### src/sv/ucd_pkg.sv
`timescale 1ns / 1ps

package ucd_pkg;

    // Sizing
    localparam int BUFFER_BYTES   = 256;
    localparam int EXPONENT_LIMIT = 38;
    localparam int CountW         = $clog2(BUFFER_BYTES);

    // Magnitude limits used by the scaling loop and the int16 clamp
    localparam logic [31:0] MagCapIn  = 32'd32768;
    localparam logic [16:0] MagCap    = 17'd32769;
    localparam logic [16:0] MagNegMax = 17'd32768;
    localparam logic [16:0] MagPosMax = 17'd32767;

    // Reciprocal of ten, exact for any 32-bit dividend with a shift of 35
    localparam logic [31:0] Recip10   = 32'hCCCC_CCCD;

    // Register indexes
    localparam logic [1:0] REG_TERMINATOR = 2'd0;
    localparam logic [1:0] REG_DELIMITER  = 2'd1;
    localparam logic [1:0] REG_HEADER     = 2'd2;

    // Register reset values
    localparam logic [7:0] TERM_RESET   = 8'h21;
    localparam logic [7:0] DELIM_RESET  = 8'h3D;
    localparam logic [7:0] HEADER_RESET = 8'h50;

    // Characters
    localparam logic [7:0] CH_NUL   = 8'h00;
    localparam logic [7:0] CH_SPACE = 8'h20;
    localparam logic [7:0] CH_TAB   = 8'h09;
    localparam logic [7:0] CH_CR    = 8'h0D;
    localparam logic [7:0] CH_PLUS  = 8'h2B;
    localparam logic [7:0] CH_MINUS = 8'h2D;
    localparam logic [7:0] CH_DOT   = 8'h2E;
    localparam logic [7:0] CH_ZERO  = 8'h30;
    localparam logic [7:0] CH_ONE   = 8'h31;
    localparam logic [7:0] CH_TWO   = 8'h32;
    localparam logic [7:0] CH_NINE  = 8'h39;
    localparam logic [7:0] CH_E_UP  = 8'h45;
    localparam logic [7:0] CH_E_LO  = 8'h65;

    // Result codes
    typedef enum logic [2:0] {
        CMD_UNKNOWN  = 3'd0,
        CMD_RUN      = 3'd1,
        CMD_SPEED    = 3'd2,
        CMD_NO_DELIM = 3'd3,
        CMD_OVERFLOW = 3'd4
    } t_cmd_code;

    // Operations of the shared scaling unit
    typedef enum logic [1:0] {
        SOP_HOLD  = 2'd0,
        SOP_LOAD  = 2'd1,
        SOP_MUL10 = 2'd2,
        SOP_DIV10 = 2'd3
    } t_scale_op;

    // Frame summary handed from the parser to the sequencer
    typedef struct packed {
        logic        overflow;
        logic        delim_seen;
        logic [7:0]  first_char;
        logic [7:0]  second_char;
        logic        negative;
        logic [31:0] mantissa;
        logic [7:0]  frac_digits;
        logic [7:0]  exp_value;
        logic        exp_negative;
        logic [7:0]  dropped;
    } t_frame;

endpackage

### src/sv/uart_text_command_decoder.sv
`timescale 1ns / 1ps
// Order: a data beat is absorbed into the parser registers; a terminator beat goes to the
//   emit state, first through the scale state for valued codes within the exponent limit,
//   where the shared x10 / divide-by-10 unit makes at most 5 multiply or 10 divide steps,
//   one per cycle. Throughput: one data beat per cycle; the input stalls from a terminator
//   until its result is loaded into the output register.
// Reset: synchronous, active low; registers return to '!', '=', 'P', frame cleared.
module uart_text_command_decoder (
    input  logic        i_clk,
    input  logic        i_rst_n,
    input  logic        i_cfg_we,
    input  logic [1:0]  i_cfg_index,
    input  logic [7:0]  i_cfg_data,
    input  logic        i_in_valid,
    output logic        o_in_ready,
    input  logic [7:0]  i_rx_byte,
    output logic        o_out_valid,
    input  logic        i_out_ready,
    output logic [2:0]  o_command_code,
    output logic        o_run_on,
    output logic [15:0] o_speed_cmd,
    output logic        o_value_saturated
);
    import ucd_pkg::*;

    typedef enum logic [1:0] {
        ST_IDLE  = 2'd0,
        ST_SCALE = 2'd1,
        ST_EMIT  = 2'd2
    } t_state;

    // Configuration registers
    logic [7:0] r_term, r_delim, r_header;

    // Sequencer
    t_state      r_state;
    t_cmd_code   r_code;
    logic        r_neg;
    logic        r_up;
    logic [8:0]  r_cnt;
    logic [16:0] r_mag;
    logic        r_out_valid;
    logic [2:0]  r_out_code;
    logic        r_out_run;
    logic [15:0] r_out_speed;
    logic        r_out_sat;

    t_frame      frame;
    t_scale_op   sop;
    logic [31:0] uval;
    logic        in_acc;
    logic        is_term;
    logic        hdr_ok;
    t_cmd_code   term_code;
    logic [9:0]  scale;
    logic [8:0]  scale_abs;
    logic        scale_done;
    logic        out_free;

    logic        emit_sat;
    logic        emit_run;
    logic [15:0] emit_speed;
    logic [16:0] mag_neg;

    assign in_acc     = i_in_valid && o_in_ready;
    assign is_term    = (i_rx_byte == r_term);
    assign o_in_ready = (r_state == ST_IDLE);
    assign out_free   = !r_out_valid || i_out_ready;

    // Configuration writes
    always_ff @(posedge i_clk) begin
        if (!i_rst_n) begin
            r_term   <= TERM_RESET;
            r_delim  <= DELIM_RESET;
            r_header <= HEADER_RESET;
        end else if (i_cfg_we) begin
            case (i_cfg_index)
                REG_TERMINATOR: r_term   <= i_cfg_data;
                REG_DELIMITER:  r_delim  <= i_cfg_data;
                REG_HEADER:     r_header <= i_cfg_data;
                default: ;
            endcase
        end
    end

    ucd_parser u_parser (
        .i_clk        (i_clk),
        .i_rst_n      (i_rst_n),
        .i_byte_valid (in_acc && !is_term),
        .i_clear      (in_acc && is_term),
        .i_byte       (i_rx_byte),
        .i_delim      (r_delim),
        .o_frame      (frame)
    );

    ucd_scale_unit u_scale (
        .i_clk      (i_clk),
        .i_op       (sop),
        .i_load_val (frame.mantissa),
        .o_val      (uval)
    );

    // Classify the frame at the terminator
    always_comb begin
        hdr_ok = (frame.first_char == r_header) &&
                 (frame.second_char == CH_ONE || frame.second_char == CH_TWO);
        if (frame.overflow)        term_code = CMD_OVERFLOW;
        else if (!frame.delim_seen) term_code = CMD_NO_DELIM;
        else if (hdr_ok)           term_code = (frame.second_char == CH_ONE) ? CMD_RUN
                                                                              : CMD_SPEED;
        else                       term_code = CMD_UNKNOWN;
    end

    // Decimal scale: +-exponent + dropped digits - fraction digits
    always_comb begin
        scale = (frame.exp_negative ? -{2'b00, frame.exp_value} : {2'b00, frame.exp_value})
              + {2'b00, frame.dropped} - {2'b00, frame.frac_digits};
        scale_abs = scale[9] ? 9'(-scale) : scale[8:0];
    end

    // Loop ends on count, on a zero value, or on overflow going up
    assign scale_done = (r_cnt == 9'd0) ||
                        (uval == 32'd0) ||
                        (r_up && (uval > MagCapIn));

    // Unit control
    always_comb begin
        sop = SOP_HOLD;
        if (r_state == ST_IDLE && in_acc && is_term) begin
            sop = SOP_LOAD;
        end else if (r_state == ST_SCALE && !scale_done) begin
            sop = r_up ? SOP_MUL10 : SOP_DIV10;
        end
    end

    // Clamp to int16 and form the result fields
    always_comb begin
        mag_neg    = 17'd0 - r_mag;
        emit_sat   = 1'b0;
        emit_run   = 1'b0;
        emit_speed = 16'd0;
        if (r_neg) begin
            if (r_mag > MagNegMax) begin
                emit_sat   = 1'b1;
                emit_speed = 16'h8000;
            end else begin
                emit_speed = mag_neg[15:0];
            end
        end else begin
            if (r_mag > MagPosMax) begin
                emit_sat   = 1'b1;
                emit_speed = MagPosMax[15:0];
            end else begin
                emit_speed = r_mag[15:0];
                emit_run   = (r_mag == 17'd1);
            end
        end
    end

    // Sequencer and output register
    always_ff @(posedge i_clk) begin
        if (!i_rst_n) begin
            r_state     <= ST_IDLE;
            r_out_valid <= 1'b0;
            r_code      <= CMD_UNKNOWN;
            r_neg       <= 1'b0;
            r_up        <= 1'b0;
            r_cnt       <= '0;
            r_mag       <= '0;
        end else begin
            // the emit state reloads the output beat itself
            if (r_out_valid && i_out_ready && r_state != ST_EMIT) r_out_valid <= 1'b0;

            unique case (r_state)
                ST_IDLE: begin
                    if (in_acc && is_term) begin
                        r_code <= term_code;
                        r_neg  <= frame.negative;
                        r_mag  <= '0;
                        r_up   <= !scale[9] && (scale != 10'd0);
                        r_cnt  <= scale_abs;
                        if (term_code != CMD_RUN && term_code != CMD_SPEED) begin
                            r_state <= ST_EMIT;
                        end else if (frame.exp_value > 8'(EXPONENT_LIMIT)) begin
                            r_mag   <= (frame.exp_negative || frame.mantissa == 32'd0)
                                       ? 17'd0 : MagCap;
                            r_state <= ST_EMIT;
                        end else begin
                            r_state <= ST_SCALE;
                        end
                    end
                end
                ST_SCALE: begin
                    if (scale_done) begin
                        r_mag   <= (uval > MagCapIn) ? MagCap : uval[16:0];
                        r_state <= ST_EMIT;
                    end else begin
                        r_cnt <= r_cnt - 9'd1;
                    end
                end
                ST_EMIT: begin
                    if (out_free) begin
                        r_out_valid <= 1'b1;
                        r_out_code  <= r_code;
                        r_out_run   <= (r_code == CMD_RUN) && emit_run;
                        r_out_speed <= (r_code == CMD_SPEED) ? emit_speed : 16'd0;
                        r_out_sat   <= (r_code == CMD_RUN || r_code == CMD_SPEED) && emit_sat;
                        r_state     <= ST_IDLE;
                    end
                end
                default: r_state <= ST_IDLE;
            endcase
        end
    end

    assign o_out_valid       = r_out_valid;
    assign o_command_code    = r_out_code;
    assign o_run_on          = r_out_run;
    assign o_speed_cmd       = r_out_speed;
    assign o_value_saturated = r_out_sat;

`ifndef SYNTHESIS
    // A terminator beat stalls the input on the next cycle
    a_term_stalls: assert property (@(posedge i_clk) disable iff (!i_rst_n)
        (in_acc && is_term) |=> !o_in_ready)
        else $error("input not stalled after terminator");

    // run_on only on a run/stop result
    a_run_code: assert property (@(posedge i_clk) disable iff (!i_rst_n)
        (o_out_valid && o_run_on) |-> (o_command_code == CMD_RUN))
        else $error("run_on set outside run/stop result");

    // speed only on a speed result
    a_speed_code: assert property (@(posedge i_clk) disable iff (!i_rst_n)
        (o_out_valid && o_speed_cmd != 16'd0) |-> (o_command_code == CMD_SPEED))
        else $error("speed command set outside speed result");

    // saturation flag only on valued results
    a_sat_code: assert property (@(posedge i_clk) disable iff (!i_rst_n)
        (o_out_valid && o_value_saturated) |->
        (o_command_code == CMD_RUN || o_command_code == CMD_SPEED))
        else $error("saturation flag on a result without value");
`endif

endmodule

### src/sv/ucd_parser.sv
`timescale 1ns / 1ps

module ucd_parser (
    input  logic          i_clk,
    input  logic          i_rst_n,
    input  logic          i_byte_valid,
    input  logic          i_clear,
    input  logic [7:0]    i_byte,
    input  logic [7:0]    i_delim,
    output ucd_pkg::t_frame o_frame
);
    import ucd_pkg::*;

    typedef enum logic [2:0] {
        PH_WS    = 3'd0,
        PH_INT   = 3'd1,
        PH_FRAC  = 3'd2,
        PH_ESIGN = 3'd3,
        PH_EXP   = 3'd4,
        PH_STOP  = 3'd5
    } t_phase;

    logic [CountW-1:0] r_count, n_count;
    logic [7:0]        r_first, n_first;
    logic [7:0]        r_second, n_second;
    logic              r_delim, n_delim;
    logic              r_ended, n_ended;
    t_phase            r_phase, n_phase;
    logic              r_neg, n_neg;
    logic [31:0]       r_mant, n_mant;
    logic [7:0]        r_frac, n_frac;
    logic [7:0]        r_exp, n_exp;
    logic              r_eneg, n_eneg;
    logic              r_ovf, n_ovf;
    logic [7:0]        r_drop, n_drop;

    t_phase      ph;
    logic        consumed;
    logic        is_ws;
    logic        is_digit;
    logic [3:0]  digit;
    logic [35:0] mant_next;
    logic [11:0] exp_next;

    // mantissa * 10 + d, and exponent * 10 + d
    assign digit     = i_byte[3:0];
    assign is_digit  = (i_byte >= CH_ZERO) && (i_byte <= CH_NINE);
    assign is_ws     = (i_byte == CH_SPACE) || ((i_byte >= CH_TAB) && (i_byte <= CH_CR));
    assign mant_next = {1'b0, r_mant, 3'b000} + {3'b000, r_mant, 1'b0} + {32'd0, digit};
    assign exp_next  = {1'b0, r_exp, 3'b000} + {3'b000, r_exp, 1'b0} + {8'd0, digit};

    // Per-beat frame and number parsing
    always_comb begin
        n_count  = r_count;
        n_first  = r_first;
        n_second = r_second;
        n_delim  = r_delim;
        n_ended  = r_ended;
        n_phase  = r_phase;
        n_neg    = r_neg;
        n_mant   = r_mant;
        n_frac   = r_frac;
        n_exp    = r_exp;
        n_eneg   = r_eneg;
        n_ovf    = r_ovf;
        n_drop   = r_drop;
        ph       = r_phase;
        consumed = 1'b0;

        if (i_clear) begin
            n_count  = '0;
            n_first  = '0;
            n_second = '0;
            n_delim  = 1'b0;
            n_ended  = 1'b0;
            n_phase  = PH_WS;
            n_neg    = 1'b0;
            n_mant   = '0;
            n_frac   = '0;
            n_exp    = '0;
            n_eneg   = 1'b0;
            n_ovf    = 1'b0;
            n_drop   = '0;
        end else if (i_byte_valid) begin
            if (r_count >= CountW'(BUFFER_BYTES - 1)) begin
                n_ovf = 1'b1;
            end else begin
                if (!r_ended) begin
                    if (i_byte == CH_NUL) begin
                        n_ended = 1'b1;
                    end else begin
                        if (r_count == CountW'(0)) n_first = i_byte;
                        else if (r_count == CountW'(1)) n_second = i_byte;

                        if (!r_delim) begin
                            if (i_byte == i_delim) n_delim = 1'b1;
                        end else begin
                            // leading whitespace and sign
                            if (ph == PH_WS) begin
                                if (is_ws) begin
                                    consumed = 1'b1;
                                end else begin
                                    ph = PH_INT;
                                    if (i_byte == CH_MINUS) begin
                                        n_neg    = 1'b1;
                                        consumed = 1'b1;
                                    end else if (i_byte == CH_PLUS) begin
                                        consumed = 1'b1;
                                    end
                                end
                            end
                            // exponent sign
                            if (!consumed && ph == PH_ESIGN) begin
                                ph = PH_EXP;
                                if (i_byte == CH_MINUS) begin
                                    n_eneg   = 1'b1;
                                    consumed = 1'b1;
                                end else if (i_byte == CH_PLUS) begin
                                    consumed = 1'b1;
                                end
                            end
                            // digits, point, exponent mark
                            if (!consumed && ph != PH_STOP) begin
                                if (is_digit) begin
                                    if (ph == PH_EXP) begin
                                        n_exp = (exp_next > 12'd255) ? 8'd255 : exp_next[7:0];
                                    end else if (mant_next[35:32] == 4'd0) begin
                                        n_mant = mant_next[31:0];
                                        if (ph == PH_FRAC && r_frac != 8'd255) begin
                                            n_frac = r_frac + 8'd1;
                                        end
                                    end else if (ph == PH_INT && r_drop != 8'd255) begin
                                        n_drop = r_drop + 8'd1;
                                    end
                                end else if (i_byte == CH_DOT && ph == PH_INT) begin
                                    ph = PH_FRAC;
                                end else if ((i_byte == CH_E_LO || i_byte == CH_E_UP) &&
                                             (ph == PH_INT || ph == PH_FRAC)) begin
                                    ph = PH_ESIGN;
                                end else begin
                                    ph = PH_STOP;
                                end
                            end
                            n_phase = ph;
                        end
                    end
                end
                n_count = r_count + CountW'(1);
            end
        end
    end

    always_ff @(posedge i_clk) begin
        if (!i_rst_n) begin
            r_count  <= '0;
            r_first  <= '0;
            r_second <= '0;
            r_delim  <= 1'b0;
            r_ended  <= 1'b0;
            r_phase  <= PH_WS;
            r_neg    <= 1'b0;
            r_mant   <= '0;
            r_frac   <= '0;
            r_exp    <= '0;
            r_eneg   <= 1'b0;
            r_ovf    <= 1'b0;
            r_drop   <= '0;
        end else begin
            r_count  <= n_count;
            r_first  <= n_first;
            r_second <= n_second;
            r_delim  <= n_delim;
            r_ended  <= n_ended;
            r_phase  <= n_phase;
            r_neg    <= n_neg;
            r_mant   <= n_mant;
            r_frac   <= n_frac;
            r_exp    <= n_exp;
            r_eneg   <= n_eneg;
            r_ovf    <= n_ovf;
            r_drop   <= n_drop;
        end
    end

    assign o_frame.overflow     = r_ovf;
    assign o_frame.delim_seen   = r_delim;
    assign o_frame.first_char   = r_first;
    assign o_frame.second_char  = r_second;
    assign o_frame.negative     = r_neg;
    assign o_frame.mantissa     = r_mant;
    assign o_frame.frac_digits  = r_frac;
    assign o_frame.exp_value    = r_exp;
    assign o_frame.exp_negative = r_eneg;
    assign o_frame.dropped      = r_drop;

endmodule

### src/sv/ucd_scale_unit.sv
`timescale 1ns / 1ps

module ucd_scale_unit (
    input  logic                 i_clk,
    input  ucd_pkg::t_scale_op   i_op,
    input  logic [31:0]          i_load_val,
    output logic [31:0]          o_val
);
    import ucd_pkg::*;

    logic [31:0] r_val;
    logic [31:0] n_val;
    logic [63:0] div_prod;
    logic [31:0] mul_val;

    // x10 as shift-add; /10 as reciprocal multiply
    assign mul_val  = {r_val[28:0], 3'b000} + {r_val[30:0], 1'b0};
    assign div_prod = {32'd0, r_val} * {32'd0, Recip10};

    always_comb begin
        unique case (i_op)
            SOP_LOAD:  n_val = i_load_val;
            SOP_MUL10: n_val = mul_val;
            SOP_DIV10: n_val = {3'b000, div_prod[63:35]};
            default:   n_val = r_val;
        endcase
    end

    always_ff @(posedge i_clk) begin
        r_val <= n_val;
    end

    assign o_val = r_val;

endmodule

### config.mk
export PLATFORM = sky130hd
export DESIGN_NAME = uart_text_command_decoder
export DESIGN_NICKNAME = d
export VERILOG_FILES = /design/src/sv/ucd_pkg.sv /design/src/sv/uart_text_command_decoder.sv /design/src/sv/ucd_parser.sv /design/src/sv/ucd_scale_unit.sv
export SDC_FILE = /design/constraint.sdc
export NUM_CORES = 2
export LEC_CHECK = 0
export BUFFER_PORTS_ARGS = -buffer_cell sky130_fd_sc_hd__buf_4
export CORE_ASPECT_RATIO = 0.75
export CORE_UTILIZATION = 35
export DETAILED_ROUTE_END_ITERATION = 8
export GPL_ROUTABILITY_DRIVEN = 1
export PLACE_DENSITY = 0.59
export SYNTH_ARGS = -nofsm -noshare
export SYNTH_HDL_FRONTEND = slang
export SYNTH_SLANG_ARGS = --single-unit
### constraint.sdc
create_clock -name i_clk -period 16.8 [get_ports i_clk]
set_clock_uncertainty 0.15 [all_clocks]
set_input_delay 0 -clock i_clk [delete_from_list [all_inputs] [get_ports i_clk]]
set_output_delay 0 -clock i_clk [all_outputs]
set_load 0.03 [all_outputs]
==> results.yml <==
clocking:
  cts_sinks: 199
  path_clk_slew_ns: 0.09
  cts.path.max_buffers: 2
  cts_buffers: 17
  cts_tree: "built"
  cts-root-buf: "clkbuf_16"
  h-tree-depth: 4
  clk-insertion-delay-late_ns: 0.47
timing:
  slew_viol_final: 0
  rsz0062_at_grt: "no"
  fin_crit_ns: 9.32
  tns_ns: 0
  holdWs_ns: 0.169
  setup-violations-final: 0
  slew_headroom_pct: 14.9
  fin_crit_sh_pct: 55.5
  tightestPinTransition_ns: 1.26
  max_freq_mhz: 107
  hold_viol_final: 0
routing:
  wl_per_cell_um: 20.7
  drtPass1Iterations: 7
  num_vias: 24900
  drt_iter0_markers: 2570
  finalWirelength_mm: 97.3
  drc: 0
  vias_per_cell: 5.30
  ant_nets: 0
cells_and_area:
  nFillCells: 8899
  fin_area_sq_mm: 0.0341
  area_delta_synth_final_pct: 7.91
  post-route-util_pct: 38.5
  drive_above_1_share_pct: 3.81
  nNetsFinal: 4390
worst_setup_path:
  endpoint_kind: "flop"
  regToRegEndpoint: "u_scale.o_val[28]$_DFFE_PP_"
  cp_top_family: "adder cells"
  crit_slowest_cell: "fa_1"
  critPathArrivalTime_ns: 9.40
  cp_num_buf_inv: 3
  slowest_delay_ns: 0.76
  cp_cell_sequence: "inv_1 -> ha_1 -> xor2_1 -> xor2_1 -> fa_1 -> fa_1 -> fa_1 -> fa_1 -> fa_1 -> inv_1 -> fa_1 -> inv_1 -> ha_1 -> and4_1 -> nand3_1 -> nor4_1 -> nand4_1 -> o21bai_1 -> nand3_1 -> a211oi_1 -> o22ai_1 -> xnor2_1 -> a221o_1"
  start_kind: "flop"
  reg2reg_from: "u_scale.o_val[2]$_DFFE_PP_"
  r2r_slack_ns: 7.48
  required_ns: 16.88
  crit_type: "reg2reg"
  path_max_fanout: 10
  cp_common_cell: "fa_1"
  cp-startpoint: "u_scale.o_val[2]$_DFFE_PP_"
  reg2regPathDepth: 23
synth:
  ys_ff_latch: 199
  synthCells: 3460
  ys_types: 93
  synth_area_sq_mm: 0.0316
  yosys_warnings: 0
  ys.flop_type: "dfxtp_1"
  ys_seq_area_share_pct: 14.3
  syn_avg_cell_area_sq_um: 9.13
  mappedNetlistNets: 4372
  yosysTopAreaCellShare_pct: 25.3
  yosys-top-cells-area: "fa_1 25%, ha_1 19%, dfxtp_1 9.3%"
  async_flop_share_pct: 0
  synth_top_cell_by_area: "fa_1"
  synth_edf_count: 53
floorplan:
  start_util_pct: 35.7
  die_h_um: 262
  core_sq_mm: 0.0886
  dieArea_sq_mm: 0.0914
  num_io_pins: 46
  num_rows: 94
  die_w_um: 349
power:
  p_leak_nw: 16.6
  ir_drop_v: 0.0000774
  p_per_area_mw_per_mm2: 46.9
run:
  drv_cap: 0
placed_design:
  hpwl_mm: 81.6
  gp_congestion: 1.00
  post_dp_cell_area_sq_mm: 0.0331
  io_buffers: 45
min_path:
  holdPathStages: 4
  hp-start: "i_cfg_data[6]"
  holdPathEnd: "r_header[6]$_SDFFE_PN1P_"
  hold_path_class: "in2reg"
global_routing:
  antenna_found_initial: 3
  grtUsageTotal_pct: 21.6
  grt_first_pass_wirelength_mm: 150
  grt_pass1_vias: 23900
  grt_max_degree: 65
  grt-ovfl-total: 0
outcome:
  status: "completed"
## worst reg2reg max path, delay by kind of cell, from the launching register on
kind	cells	cell delay [ns]
xor+xnor	3	0.95
flops	1	0.72
simple gates	5	1.47
fa+ha+maj	8	4.15
buf+inv	3	0.20
compound gates	4	1.44
## state kept, by name (all words and copies together) (netlist names), 2 cells and up
signal / cells
u_parser.r_mant: 32
u_scale.o_val: 32
r_mag: 17
o_speed_cmd: 16
r_cnt: 9
r_delim: 8
r_header: 8
r_term: 8
u_parser.r_count: 8
u_parser.r_drop: 8
u_parser.r_exp: 8
u_parser.r_first: 8
u_parser.r_frac: 8
u_parser.r_second: 8
o_command_code: 3
r_code: 3
u_parser.r_phase: 3
r_state: 2
## worst max-delay path by stage
stage                             endpoint  slack [ns]  cells after the start
5_1_grt        u_scale.o_val[28]$_DFFE_PP_        7.08                     23
3_3_place_gp   u_scale.o_val[28]$_DFFE_PP_        7.88                     23
6_report       u_scale.o_val[28]$_DFFE_PP_        7.48                     23
4_1_cts        u_scale.o_val[28]$_DFFE_PP_        7.70                     23
2_1_floorplan  u_scale.o_val[26]$_DFFE_PP_        9.36                     22
3_5_place_dp   u_scale.o_val[28]$_DFFE_PP_        7.75                     23
## cells in the mapped netlist (22+ instances only)
cell type	instances
inv_1	657
ha_1	490
fa_1	399
nor2_1	193
a21oi_1	190
nand2_1	178
dfxtp_1	146
o21ai_0	142
xor2_1	95
xnor2_1	85
a21o_1	74
clkbuf_1	70
mux2i_1	69
nand3_1	64
edfxtp_1	53
nor2b_1	45
nor3_1	42
nand4_1	36
nor4_1	27
and2_1	25
o21bai_1	22
## layout make-up
type / instances / area (sq um) / area share, %
Multi-Input combinational cell: 2512 / 24200 / 71.1
Inverter: 657 / 2470 / 7.24
Sequential cell: 199 / 4510 / 13.2
Timing Repair Buffer: 91 / 768 / 2.25
Tap cell: 1200 / 1500 / 4.41
Antenna cell: 1 / 2.50 / 0.00734
Clock buffer: 18 / 429 / 1.26
Clock inverter: 14 / 181 / 0.532
## cells by family (layout without fill, tap and decap cells)
| group | Yosys count | after routing | share of synthesized area (%) |
|---|---|---|---|
| flops | 199 | 199 | 14.3 |
| buf+inv | 749 | 780 | 9.06 |
| fa+ha+maj | 889 | 889 | 44.7 |
| simple gates | 731 | 731 | 11.5 |
| compound gates | 637 | 637 | 13.0 |
| other cells | 0 | 1 | 0 |
| mux | 75 | 75 | 2.40 |
| xor+xnor | 180 | 180 | 4.99 |
## report_power, final
part           leakage, nW  switching, mW  internal, mW  total, mW
logic                 14.6          0.427         0.234      0.661
clock network        0.298          0.224         0.215      0.439
registers             1.61        0.00438         0.494      0.498
total                 16.6          0.655         0.943       1.60
## layer usage
metal	GRT usage (%)	vias up	share of wire (%)	routed length (um)
met4	3.07	2	1.1	1090
met3	6.02	68	11	10200
met5	0	-	0.019	18
li1	-	11600	-	-
met2	27.6	987	37	35900
met1	35.2	12200	51	50000
## per-stage QoR
step	power, mW	setup slack (ns)	std cells
after global placement	1.15	7.88	4625
final	1.60	7.48	4692
after CTS	1.59	7.70	4691
after detailed placement	1.14	7.75	4625
after floorplan	0.933	9.36	3460
after global routing	1.69	7.08	4691
## layout by cell type, fill, tap and decap left out, drive strengths merged, types with 22 or more instances in the layout
cell         instances
a211oi              22
a21o                74
a21oi              190
a22oi               22
and2                26
buf                 57
dfxtp              146
dlygate4sd3         34
edfxtp              53
fa                 399
ha                 490
inv                664
mux2i               69
nand2              178
nand3               64
nand4               37
nor2               196
nor2b               45
nor3                44
nor4                27
o21ai              144
o21bai              23
xnor2               85
xor2                95
## repair_timing
action | in CTS | in global routing
gates resized for setup | 0 | 0
buffers inserted | 0 | 0
endpoints found under the hold margin | 86 | 0
hold buffers | 34 | 0
setup endpoints to repair | 0 | 0
Power figures use the tool's default switching activity.
